File: src/rtl/rtor_pkg.sv
// Package with the types, constants, microcode table and helper functions of the rasterizer.
`timescale 1ns / 1ps

package rtor_pkg;

  localparam int GRID_SIZE_DEF = 16;

  localparam int CW = 4;
  localparam int DW = CW + 1;
  localparam int SQW = 2 * CW;

  localparam logic [1:0] GLYPH_PLUS = 2'd0;
  localparam logic [1:0] GLYPH_DASH = 2'd1;
  localparam logic [1:0] GLYPH_BAR = 2'd2;

  localparam logic [SQW-1:0] SQ_TABLE [16] = '{
    8'd0, 8'd1, 8'd4, 8'd9, 8'd16, 8'd25, 8'd36, 8'd49,
    8'd64, 8'd81, 8'd100, 8'd121, 8'd144, 8'd169, 8'd196, 8'd225
  };

  typedef enum logic [2:0] {
    UPC_IDLE,
    UPC_INIT,
    UPC_LINE,
    UPC_HORZ,
    UPC_VERT
  } upc_e;

  typedef enum logic [2:0] {
    ACT_LOAD,
    ACT_SETUP,
    ACT_LINE,
    ACT_HORZ,
    ACT_VERT
  } act_e;

  typedef enum logic [2:0] {
    COND_ACCEPT,
    COND_ALWAYS,
    COND_LINE_DONE,
    COND_H_DONE,
    COND_V_DONE
  } cond_e;

  typedef struct packed {
    act_e  act;
    cond_e cond;
    upc_e  jump;
  } ucode_t;

  // Each step stays put until its condition holds and then jumps.
  function automatic ucode_t ucode_rom(upc_e pc);
    ucode_t w;
    case (pc)
      UPC_IDLE: w = '{act: ACT_LOAD,  cond: COND_ACCEPT,    jump: UPC_INIT};
      UPC_INIT: w = '{act: ACT_SETUP, cond: COND_ALWAYS,    jump: UPC_LINE};
      UPC_LINE: w = '{act: ACT_LINE,  cond: COND_LINE_DONE, jump: UPC_HORZ};
      UPC_HORZ: w = '{act: ACT_HORZ,  cond: COND_H_DONE,    jump: UPC_VERT};
      UPC_VERT: w = '{act: ACT_VERT,  cond: COND_V_DONE,    jump: UPC_IDLE};
      default:  w = '{act: ACT_LOAD,  cond: COND_ALWAYS,    jump: UPC_IDLE};
    endcase
    return w;
  endfunction

  function automatic logic [CW-1:0] abs_of(logic signed [DW-1:0] d);
    logic [DW-1:0] m;
    m = d[DW-1] ? DW'(-d) : DW'(d);
    return m[CW-1:0];
  endfunction

  function automatic logic [SQW-1:0] sq_of(logic signed [DW-1:0] d);
    return SQ_TABLE[abs_of(d)];
  endfunction

  function automatic logic far_of(logic signed [DW-1:0] dx, logic signed [DW-1:0] dy);
    logic [SQW:0] s;
    s = {1'b0, sq_of(dx)} + {1'b0, sq_of(dy)};
    return s > (SQW + 1)'(4);
  endfunction

  // Step of one axis: sign of d when 3*d*d exceeds the square of the other axis.
  function automatic logic signed [1:0] step_of(logic signed [DW-1:0] d,
                                                logic signed [DW-1:0] o);
    logic [SQW+1:0] three;
    logic signed [1:0] s;
    three = {2'b00, sq_of(d)} + {1'b0, sq_of(d), 1'b0};
    if (three > {2'b00, sq_of(o)}) begin
      s = d[DW-1] ? -2'sd1 : ((d != '0) ? 2'sd1 : 2'sd0);
    end else begin
      s = 2'sd0;
    end
    return s;
  endfunction

endpackage

File: src/rtl/rtor_in_if.sv
// Handshake channel that carries one source and destination cell pair.
`timescale 1ns / 1ps

interface rtor_in_if;
  logic                    valid;
  logic                    ready;
  logic [rtor_pkg::CW-1:0] src_x;
  logic [rtor_pkg::CW-1:0] src_y;
  logic [rtor_pkg::CW-1:0] dst_x;
  logic [rtor_pkg::CW-1:0] dst_y;

  modport source (output valid, output src_x, output src_y, output dst_x, output dst_y,
                  input ready);
  modport sink (input valid, input src_x, input src_y, input dst_x, input dst_y,
                output ready);
endinterface

File: src/rtl/rtor_out_if.sv
// Handshake channel that carries one pixel write.
`timescale 1ns / 1ps

interface rtor_out_if;
  logic                    valid;
  logic                    ready;
  logic [rtor_pkg::CW-1:0] pix_x;
  logic [rtor_pkg::CW-1:0] pix_y;
  logic [1:0]              glyph;
  logic                    last;

  modport source (output valid, output pix_x, output pix_y, output glyph, output last,
                  input ready);
  modport sink (input valid, input pix_x, input pix_y, input glyph, input last,
                output ready);
endinterface

File: src/rtl/right_triangle_outline_raster_top.sv
// Top level of the right triangle outline rasterizer with its microcoded sequencer.
`timescale 1ns / 1ps

// Each accepted cell pair produces the outline pixel writes of a right triangle: first the
// diagonal line toward the destination, then the horizontal leg on the source row, then the
// vertical leg on the destination column, with last set on the final write. A small control
// table steps a plain datapath, one pixel write per cycle while the output side keeps up.
// A pair keeps ready low after its transfer until the sequencer is back in idle, so the
// next pair is not taken before all writes of this one: the table runs one setup step, one
// step per pixel write and one step to leave each of the three phases. A finished write
// that waits for the output side holds the sequencer in its step. Coordinates at or above
// GRID_SIZE are saturated to GRID_SIZE - 1.
module right_triangle_outline_raster_top #(
  parameter int GRID_SIZE = rtor_pkg::GRID_SIZE_DEF
) (
  input  logic           clk_i,
  input  logic           rst_ni,
  rtor_in_if.sink        in_i,
  rtor_out_if.source     out_o
);

  localparam int CW = rtor_pkg::CW;
  localparam int DW = rtor_pkg::DW;
  localparam int MAX_C = (GRID_SIZE < 16) ? GRID_SIZE - 1 : 15;
  localparam logic [CW-1:0] MaxCoord = CW'(MAX_C);

  function automatic logic [CW-1:0] clamp(logic [CW-1:0] v);
    return (v > MaxCoord) ? MaxCoord : v;
  endfunction

  rtor_pkg::upc_e   pc_q, pc_d;
  rtor_pkg::ucode_t uw;

  logic [CW-1:0] sx_q, sy_q, tx_q, ty_q;
  logic [CW-1:0] cx_q, cy_q, hx_q, vy_q;
  logic signed [DW-1:0] dx_q, dy_q;
  logic          far_q;
  logic [CW-1:0] hcnt_q, vcnt_q;

  logic          out_valid_q;
  logic [CW-1:0] out_x_q, out_y_q;
  logic [1:0]    out_glyph_q;
  logic          out_last_q;

  logic          cond;
  logic          out_free;
  logic          do_emit;
  logic          ld;

  logic signed [1:0]    mx, my;
  logic [CW-1:0]        ncx, ncy;
  logic signed [DW-1:0] ndx, ndy;
  logic                 nfar;
  logic signed [DW-1:0] idx, idy;
  logic                 hpos, vpos;

  logic [CW-1:0] emit_x, emit_y;
  logic [1:0]    emit_glyph;
  logic          emit_last;

  assign uw       = rtor_pkg::ucode_rom(pc_q);
  assign out_free = !out_valid_q || out_o.ready;

  always_comb begin
    case (uw.cond)
      rtor_pkg::COND_ACCEPT:    cond = in_i.valid;
      rtor_pkg::COND_ALWAYS:    cond = 1'b1;
      rtor_pkg::COND_LINE_DONE: cond = !far_q;
      rtor_pkg::COND_H_DONE:    cond = (hcnt_q == '0);
      rtor_pkg::COND_V_DONE:    cond = (vcnt_q == '0);
      default:                  cond = 1'b1;
    endcase
  end

  always_comb begin
    pc_d = cond ? uw.jump : pc_q;
  end

  assign mx   = rtor_pkg::step_of(dx_q, dy_q);
  assign my   = rtor_pkg::step_of(dy_q, dx_q);
  assign ncx  = cx_q + {{(CW-2){mx[1]}}, mx};
  assign ncy  = cy_q + {{(CW-2){my[1]}}, my};
  assign ndx  = dx_q - {{(DW-2){mx[1]}}, mx};
  assign ndy  = dy_q - {{(DW-2){my[1]}}, my};
  assign nfar = rtor_pkg::far_of(ndx, ndy);

  assign idx  = $signed({1'b0, tx_q}) - $signed({1'b0, sx_q});
  assign idy  = $signed({1'b0, ty_q}) - $signed({1'b0, sy_q});
  assign hpos = !idx[DW-1];
  assign vpos = !idy[DW-1];

  always_comb begin
    ld         = 1'b0;
    do_emit    = 1'b0;
    emit_x     = ncx;
    emit_y     = ncy;
    emit_glyph = rtor_pkg::GLYPH_PLUS;
    emit_last  = 1'b0;
    case (uw.act)
      rtor_pkg::ACT_LOAD: begin
        ld = 1'b1;
      end
      rtor_pkg::ACT_SETUP: begin
        ld = 1'b0;
      end
      rtor_pkg::ACT_LINE: begin
        do_emit   = !cond && out_free;
        emit_last = !nfar && (hcnt_q == '0) && (vcnt_q == '0);
      end
      rtor_pkg::ACT_HORZ: begin
        do_emit    = !cond && out_free;
        emit_x     = hx_q;
        emit_y     = sy_q;
        emit_glyph = rtor_pkg::GLYPH_DASH;
        emit_last  = (hcnt_q == CW'(1)) && (vcnt_q == '0);
      end
      rtor_pkg::ACT_VERT: begin
        do_emit    = !cond && out_free;
        emit_x     = tx_q;
        emit_y     = vy_q;
        emit_glyph = rtor_pkg::GLYPH_BAR;
        emit_last  = (vcnt_q == CW'(1));
      end
      default: begin
        ld = 1'b0;
      end
    endcase
  end

  assign in_i.ready = ld && rst_ni;

  always_ff @(posedge clk_i or negedge rst_ni) begin
    if (!rst_ni) begin
      pc_q        <= rtor_pkg::UPC_IDLE;
      out_valid_q <= 1'b0;
    end else begin
      pc_q <= pc_d;
      if (do_emit) begin
        out_valid_q <= 1'b1;
      end else if (out_o.ready) begin
        out_valid_q <= 1'b0;
      end
    end
  end

  always_ff @(posedge clk_i) begin
    if (ld && in_i.valid) begin
      sx_q <= clamp(in_i.src_x);
      sy_q <= clamp(in_i.src_y);
      tx_q <= clamp(in_i.dst_x);
      ty_q <= clamp(in_i.dst_y);
    end
    if (uw.act == rtor_pkg::ACT_SETUP) begin
      cx_q   <= sx_q;
      cy_q   <= sy_q;
      dx_q   <= idx;
      dy_q   <= idy;
      far_q  <= rtor_pkg::far_of(idx, idy);
      hcnt_q <= (idx != '0) ? rtor_pkg::abs_of(idx) - CW'(1) : '0;
      vcnt_q <= (idy != '0) ? rtor_pkg::abs_of(idy) - CW'(1) : '0;
      hx_q   <= hpos ? sx_q + CW'(1) : sx_q - CW'(1);
      vy_q   <= vpos ? sy_q + CW'(1) : sy_q - CW'(1);
    end
    if (do_emit) begin
      out_x_q     <= emit_x;
      out_y_q     <= emit_y;
      out_glyph_q <= emit_glyph;
      out_last_q  <= emit_last;
      case (uw.act)
        rtor_pkg::ACT_LINE: begin
          cx_q  <= ncx;
          cy_q  <= ncy;
          dx_q  <= ndx;
          dy_q  <= ndy;
          far_q <= nfar;
        end
        rtor_pkg::ACT_HORZ: begin
          hcnt_q <= hcnt_q - CW'(1);
          hx_q   <= hpos ? hx_q + CW'(1) : hx_q - CW'(1);
        end
        rtor_pkg::ACT_VERT: begin
          vcnt_q <= vcnt_q - CW'(1);
          vy_q   <= vpos ? vy_q + CW'(1) : vy_q - CW'(1);
        end
        default: begin
          far_q <= far_q;
        end
      endcase
    end
  end

  assign out_o.valid = out_valid_q;
  assign out_o.pix_x = out_x_q;
  assign out_o.pix_y = out_y_q;
  assign out_o.glyph = out_glyph_q;
  assign out_o.last  = out_last_q;

endmodule
File: src/flat_wrapper.sv
// flat-port wrapper written by rule: the top's interface ports become plain ports
module right_triangle_outline_raster_top_flat 
#(
  parameter int GRID_SIZE = rtor_pkg::GRID_SIZE_DEF
)
  (clk_i, rst_ni, in_i_valid, in_i_src_x, in_i_src_y, in_i_dst_x, in_i_dst_y, in_i_ready, out_o_valid, out_o_pix_x, out_o_pix_y, out_o_glyph, out_o_last, out_o_ready);
  rtor_in_if in_i_i ();
  rtor_out_if out_o_i ();
  input  logic clk_i;
  input  logic rst_ni;
  input wire logic [$bits(in_i_i.valid)-1:0] in_i_valid;
  input wire logic [$bits(in_i_i.src_x)-1:0] in_i_src_x;
  input wire logic [$bits(in_i_i.src_y)-1:0] in_i_src_y;
  input wire logic [$bits(in_i_i.dst_x)-1:0] in_i_dst_x;
  input wire logic [$bits(in_i_i.dst_y)-1:0] in_i_dst_y;
  output wire logic [$bits(in_i_i.ready)-1:0] in_i_ready;
  output wire logic [$bits(out_o_i.valid)-1:0] out_o_valid;
  output wire logic [$bits(out_o_i.pix_x)-1:0] out_o_pix_x;
  output wire logic [$bits(out_o_i.pix_y)-1:0] out_o_pix_y;
  output wire logic [$bits(out_o_i.glyph)-1:0] out_o_glyph;
  output wire logic [$bits(out_o_i.last)-1:0] out_o_last;
  input wire logic [$bits(out_o_i.ready)-1:0] out_o_ready;
  assign in_i_i.valid = in_i_valid;
  assign in_i_i.src_x = in_i_src_x;
  assign in_i_i.src_y = in_i_src_y;
  assign in_i_i.dst_x = in_i_dst_x;
  assign in_i_i.dst_y = in_i_dst_y;
  assign in_i_ready = in_i_i.ready;
  assign out_o_valid = out_o_i.valid;
  assign out_o_pix_x = out_o_i.pix_x;
  assign out_o_pix_y = out_o_i.pix_y;
  assign out_o_glyph = out_o_i.glyph;
  assign out_o_last = out_o_i.last;
  assign out_o_i.ready = out_o_ready;
  right_triangle_outline_raster_top #(.GRID_SIZE(GRID_SIZE)) u_core (.clk_i(clk_i), .rst_ni(rst_ni), .in_i(in_i_i), .out_o(out_o_i));
endmodule
File: config.mk
export PLATFORM = sky130hd
export DESIGN_NAME = right_triangle_outline_raster_top_flat
export DESIGN_NICKNAME = d
export VERILOG_FILES = /design/src/rtl/rtor_pkg.sv /design/src/rtl/rtor_in_if.sv /design/src/rtl/rtor_out_if.sv /design/src/rtl/right_triangle_outline_raster_top.sv /design/src/flat_wrapper.sv
export SDC_FILE = /design/constraint.sdc
export NUM_CORES = 1
export LEC_CHECK = 0
export BUFFER_PORTS_ARGS = -buffer_cell sky130_fd_sc_hd__buf_2
export CAP_MARGIN = 20
export CORE_MARGIN = 2
export CORE_UTILIZATION = 25
export CTS_BUF_LIST = sky130_fd_sc_hd__clkbuf_4 sky130_fd_sc_hd__clkbuf_8
export DETAILED_ROUTE_END_ITERATION = 8
export GPL_ROUTABILITY_DRIVEN = 1
export HOLD_SLACK_MARGIN = 0.08
export SKIP_CTS_REPAIR_TIMING = 1
export SYNTH_ARGS = -nofsm -noshare
export SYNTH_HDL_FRONTEND = slang
export SYNTH_SLANG_ARGS = --single-unit
File: constraint.sdc
create_clock -name clk_i -period 11 [get_ports clk_i]
set_input_delay 0.55 -clock clk_i [delete_from_list [all_inputs] [get_ports clk_i]]
set_output_delay 0.55 -clock clk_i [all_outputs]
set_load 0.1 [all_outputs]
==> results.tsv, run 1 <==
stage	metric	value	unit
status	run status	finished, final reports clean	
finish	# nets final	933	
critical_path	delay-heaviest family, CP	simple AND/OR/NAND/NOR gates	
logic_synthesis	Yosys warning total	0	
placement	DP HPWL	12400	um
finish	most common cell after layout, fill and taps aside	ha_1	
critical_path	CP startpoint kind	register	
critical_path	Critical Path Slowest Stage Cell	dfxtp_1	
global_routing	total gr overflow	0	
logic_synthesis	post-synthesis cell count	786	
critical_path	worst-path fanout max	15	
hold_path	Hold Crit Depth	1	
finish	Finished Core Util	0.280	
sta	Slew HR	0.377	
global_routing	largest net degree at the start of global routing	36	
logic_synthesis	syn nets	910	
placement	Post-DP Area	7260	um^2
clocking	Max clock buf depth	2	
logic_synthesis	Top FF cell, synth	dfxtp_1	
drt	DR pass1 iterations	6	
sta	setup TNS	0	ns
sta	Setup Skew	0.0170	ns
finish	proportion of layout cells with a drive suffix above 1	0.103	
finish	most frequent cells in the layout	ha_1 (90), nand2_1 (75), inv_1 (61)	
critical_path	critical path depth in cells	34	
die	standard-cell row count	60	
die	Die H	168	um
die	effective utilization at floorplan	0.253	
global_routing	first-pass GRT wire length	26800	um
hold_path	HP Class	in2reg	
die	total die area	28300	um^2
die	I/O pins	33	
logic_synthesis	Post-synth EDFFs	28	
logic_synthesis	post-synth top area cell	ha_1	
clocking	# clock sinks	66	
clocking	root buf cell	clkbuf_8	
placement	Placer Congestion	0.829	
drt	DRC violations left	0	
logic_synthesis	#FFs+latches synth	66	
global_routing	initial antenna violation count	0	
finish	number of fill cells in the layout	2890	
finish	design area	7480	um^2
clocking	clock slew at reported path FFs	0.07	ns
drt	vias post-DR	5622	
flow_run	max-capacitance violation count	0	
clocking	H-tree levels	3	
global_routing	vias in the first global route	5396	
clocking	CTS tree	done	
clocking	worst-skew pair later-pin latency	0.36	ns
logic_synthesis	top cell type's share of synthesized area	0.167	
drt	post-route ant nets	0	
critical_path	Buf/Inv on CP	3	
finish	FF/Latch Area	1620	um^2
clocking	CTS Buf Count	9	
drt	initial DRC count	283	
drt	routed length per instance	13.8	um
critical_path	Critical Path AT	9.56	ns
logic_synthesis	Mapped Area	6750	um^2
sta	Peak Freq	107	MHz
logic_synthesis	Async SR Flop Fraction	0.0606	
die	core area	26700	um^2
finish	Largest regs	u_core.dx_q: 5 flops, u_core.dy_q: 5 flops	
sta	final hold vios	0	
sta	Slew Limit Fails	0	
critical_path	crit path capture type	register	
global_routing	gr usage total	0.115	
placement	# port buffers	32	
sta	worst-margin pin slew	0.930	ns
logic_synthesis	Yosys cell types	80	
critical_path	kind of critical path	reg2reg	
drt	Routed WL	15900	um
logic_synthesis	sequential share of the synthesized area	0.240	
finish	Antenna Cells	0	
sta	min Tclk post-route	9.34	ns
drt	vias per inst	4.87	
die	die width	168	um
sta	endpoints failing setup	0	
critical_path	Worst EP required	11.22	ns
logic_synthesis	Mean Syn Cell Area	8.59	um^2
logic_synthesis	largest cells by area after synthesis	ha_1 (17%), edfxtp_1 (12%), dfxtp_1 (10%)	
finish	multi-input combinational cell area	4770	um^2
sta	RSZ-0062 raised after global routing	false	
sta	hold slack	0.364	ns
critical_path	Largest stage delay, worst path	0.71	ns
critical_path	r2r worst-path depth	34	
critical_path	most frequent CP cell	ha_1	
sta	Final period util	0.849	
finish	area grow syn2layout	10.8	%
cells in the mapped netlist (5+ instances only):
| cell type | n |
|---|---|
| o21a_1 | 6 |
| nor3_1 | 9 |
| clkbuf_1 | 19 |
| ha_1 | 90 |
| nand3_1 | 18 |
| o21ai_0 | 31 |
| and3_1 | 5 |
| dfxtp_1 | 34 |
| nand2b_1 | 17 |
| xor2_1 | 19 |
| edfxtp_1 | 28 |
| xnor2_1 | 43 |
| inv_1 | 61 |
| o22ai_1 | 5 |
| mux2i_1 | 14 |
| a31oi_1 | 13 |
| nor2_1 | 52 |
| and2_1 | 7 |
| a221oi_1 | 6 |
| a211oi_1 | 7 |
| nor2b_1 | 10 |
| fa_1 | 14 |
| a21oi_1 | 59 |
| or3_1 | 9 |
| o211ai_1 | 8 |
| a21o_1 | 29 |
| a22oi_1 | 8 |
| nand2_1 | 75 |
cell type report:
| cell class | instances | share of cell area |
|---|---|---|
| Clock buffer | 11 | 0.0194 |
| Clock inverter | 5 | 0.00736 |
| Inverter | 64 | 0.0321 |
| Multi-Input combinational cell | 629 | 0.638 |
| Sequential cell | 66 | 0.217 |
| Tap cell | 341 | 0.0570 |
| Timing Repair Buffer | 39 | 0.0293 |
per-layer routing:
layer  wire length, um  GRT usage  vias to the layer above
li1                  -          -                     2859
met1              7750      0.155                     2640
met2              7490      0.197                      107
met3               464     0.0110                       16
met4               230     0.0307                        0
met5                 0          0                        -
path summary, 6_finish.rpt:
path                                start                 end  slack (ns)
max                        u_core.dy_q[0]   u_core.out_o.last        1.66
min                         in_i_src_x[2]      u_core.sx_q[2]        0.36
max reg2reg                u_core.dy_q[0]   u_core.out_o.last        1.66
min reg2reg                u_core.cx_q[0]      u_core.cx_q[0]        0.48
max in group asynchronous          rst_ni      u_core.pc_q[2]       10.35
min in group asynchronous          rst_ni  u_core.out_o.valid        0.52
cells by family after synthesis:
| logic type | count (synthesis) | share of synthesized area |
|---|---|---|
| fa+ha+maj | 104 | 0.208 |
| buf+inv | 91 | 0.0541 |
| simple gates | 229 | 0.168 |
| xor+xnor | 63 | 0.0828 |
| other cells | 1 | 0.000555 |
| compound gates | 216 | 0.222 |
| flops | 66 | 0.240 |
| mux | 16 | 0.0241 |
through the flow:
stage,std cells,setup slack [ns]
floorplan,786,2.76
global placement,1137,1.98
detailed placement,1137,1.72
CTS,1153,1.68
global route,1155,1.00
finish,1155,1.66
Power of run 1 is left out: the tool's default activity adds up to more than one toggle a clock period on the data nets, which glitch-free logic cannot reach.
==> run 2, diff against run 1 <==
Clock period 11 ns to 7.8 ns, I/O delays scaled along.
==> results.tsv, run 2 (synthesis results as in run 1) <==
stage	metric	value	unit	change
die	die width	168	um	unchanged
global_routing	initial antenna violation count	0		unchanged
critical_path	Largest stage delay, worst path	0.54	ns	-0.17 ns
sta	setup TNS	0	ns	unchanged
global_routing	first-pass GRT wire length	27400	um	+2.1%
sta	final hold vios	0		unchanged
clocking	CTS Buf Count	9		unchanged
finish	Largest regs	u_core.dx_q: 5 flops, u_core.dy_q: 5 flops		
sta	worst-margin pin slew	1.02	ns	+0.0903 ns
die	I/O pins	33		unchanged
drt	DR pass1 iterations	5		-1
finish	area grow syn2layout	18.0	%	
flow_run	max-capacitance violation count	0		unchanged
critical_path	Critical Path AT	7.76	ns	-1.80 ns
global_routing	total gr overflow	0		unchanged
placement	DP HPWL	12600	um	+2.0%
sta	Slew HR	0.317		-0.0599
finish	# nets final	968		+3.8%
placement	# port buffers	32		unchanged
clocking	CTS tree	done		
finish	most common cell after layout, fill and taps aside	ha_1		
die	Die H	168	um	unchanged
drt	post-route ant nets	0		unchanged
clocking	worst-skew pair later-pin latency	0.37	ns	about the same
sta	Slew Limit Fails	0		unchanged
die	standard-cell row count	60		unchanged
die	total die area	28300	um^2	unchanged
drt	vias post-DR	5743		+2.2%
clocking	Max clock buf depth	2		unchanged
clocking	root buf cell	clkbuf_8		
placement	Placer Congestion	0.819		-1.2%
critical_path	CP startpoint kind	register		
drt	initial DRC count	376		+33%
global_routing	largest net degree at the start of global routing	36		unchanged
die	core area	26700	um^2	unchanged
finish	Antenna Cells	0		unchanged
clocking	# clock sinks	66		unchanged
drt	routed length per instance	13.8	um	about the same
clocking	H-tree levels	3		unchanged
critical_path	Critical Path Slowest Stage Cell	fa_1		
hold_path	HP Class	in2reg		
critical_path	crit path capture type	register		
sta	endpoints failing setup	0		unchanged
sta	Setup Skew	0.0117	ns	-0.00532 ns
global_routing	gr usage total	0.117		+0.00166
drt	Routed WL	16400	um	+2.9%
critical_path	Worst EP required	8.04	ns	-3.18 ns
finish	most frequent cells in the layout	ha_1 (82), nand2_1 (73), inv_1 (56)		
critical_path	kind of critical path	reg2reg		
sta	RSZ-0062 raised after global routing	true		
drt	DRC violations left	0		unchanged
drt	vias per inst	4.83		-0.85%
sta	min Tclk post-route	7.51	ns	-1.82 ns
finish	proportion of layout cells with a drive suffix above 1	0.186		+0.0829
die	effective utilization at floorplan	0.253		unchanged
sta	Final period util	0.963		+0.114
critical_path	worst-path fanout max	7		-8
clocking	clock slew at reported path FFs	0.08	ns	about the same
global_routing	vias in the first global route	5605		+3.9%
finish	number of fill cells in the layout	2852		-1.3%
sta	Peak Freq	133	MHz	+24%
status	run status	finished, final reports clean		
-- run 2: path summary, 6_finish.rpt --
check	start	endpoint	slack, ns	cells after the start
max	u_core.dy_q[0]	u_core.out_o.last	0.29	34
min	in_i_dst_x[1]	u_core.tx_q[1]	0.20	1
max reg2reg	u_core.dy_q[0]	u_core.out_o.last	0.29	34
min reg2reg	u_core.cx_q[0]	u_core.cx_q[0]	0.48	2
max in group asynchronous	rst_ni	u_core.pc_q[2]	7.31	2
min in group asynchronous	rst_ni	u_core.out_o.valid	0.37	2
-- run 2: worst max-delay path, delay by kind of cell, from the launching register on --
family	cells	cell delay, ns
AO/OA/AOI/OAI	10	1.73
buffers and inverters	3	0.25
AND/OR/NAND/NOR	11	2.46
adder cells (fa/ha/maj)	7	2.10
XOR/XNOR	3	0.50
flip-flops	1	0.36
-- run 2: metrics by stage --
step	setup WS, ns	utilization	hold WS (ns)	std cells	area (um^2)
2_1_floorplan	0.0854	-	0.0944	786	6840
3_3_place_gp	0.0877	0.282	0.201	1163	7530
3_5_place_dp	-0.0263	0.282	0.200	1163	7530
4_1_cts	-0.0618	0.289	-0.197	1179	7720
5_1_grt	-0.0521	0.298	0.183	1190	7970
6_report	0.286	0.298	0.199	1190	7970
-- run 2: layer usage --
metal / share of wire / vias to the layer above / GRT usage
li1: - / 2931 / -
met5: 0 / - / 0
met2: 0.48 / 75 / 0.203
met4: 0.010 / 0 / 0.0255
met1: 0.48 / 2717 / 0.154
met3: 0.027 / 20 / 0.0167
-- run 2: final cells by class --
cell class / instances / area (um^2) / area share
inverter: 64 / 244 / 0.0306
tap: 341 / 427 / 0.0535
sequential: 66 / 1630 / 0.204
clock buffer: 10 / 131 / 0.0165
multi-input combinational: 629 / 5000 / 0.628
clock inverter: 6 / 57.6 / 0.00722
timing repair buffer: 74 / 478 / 0.0600
Power of run 2 is left out for the same reason.
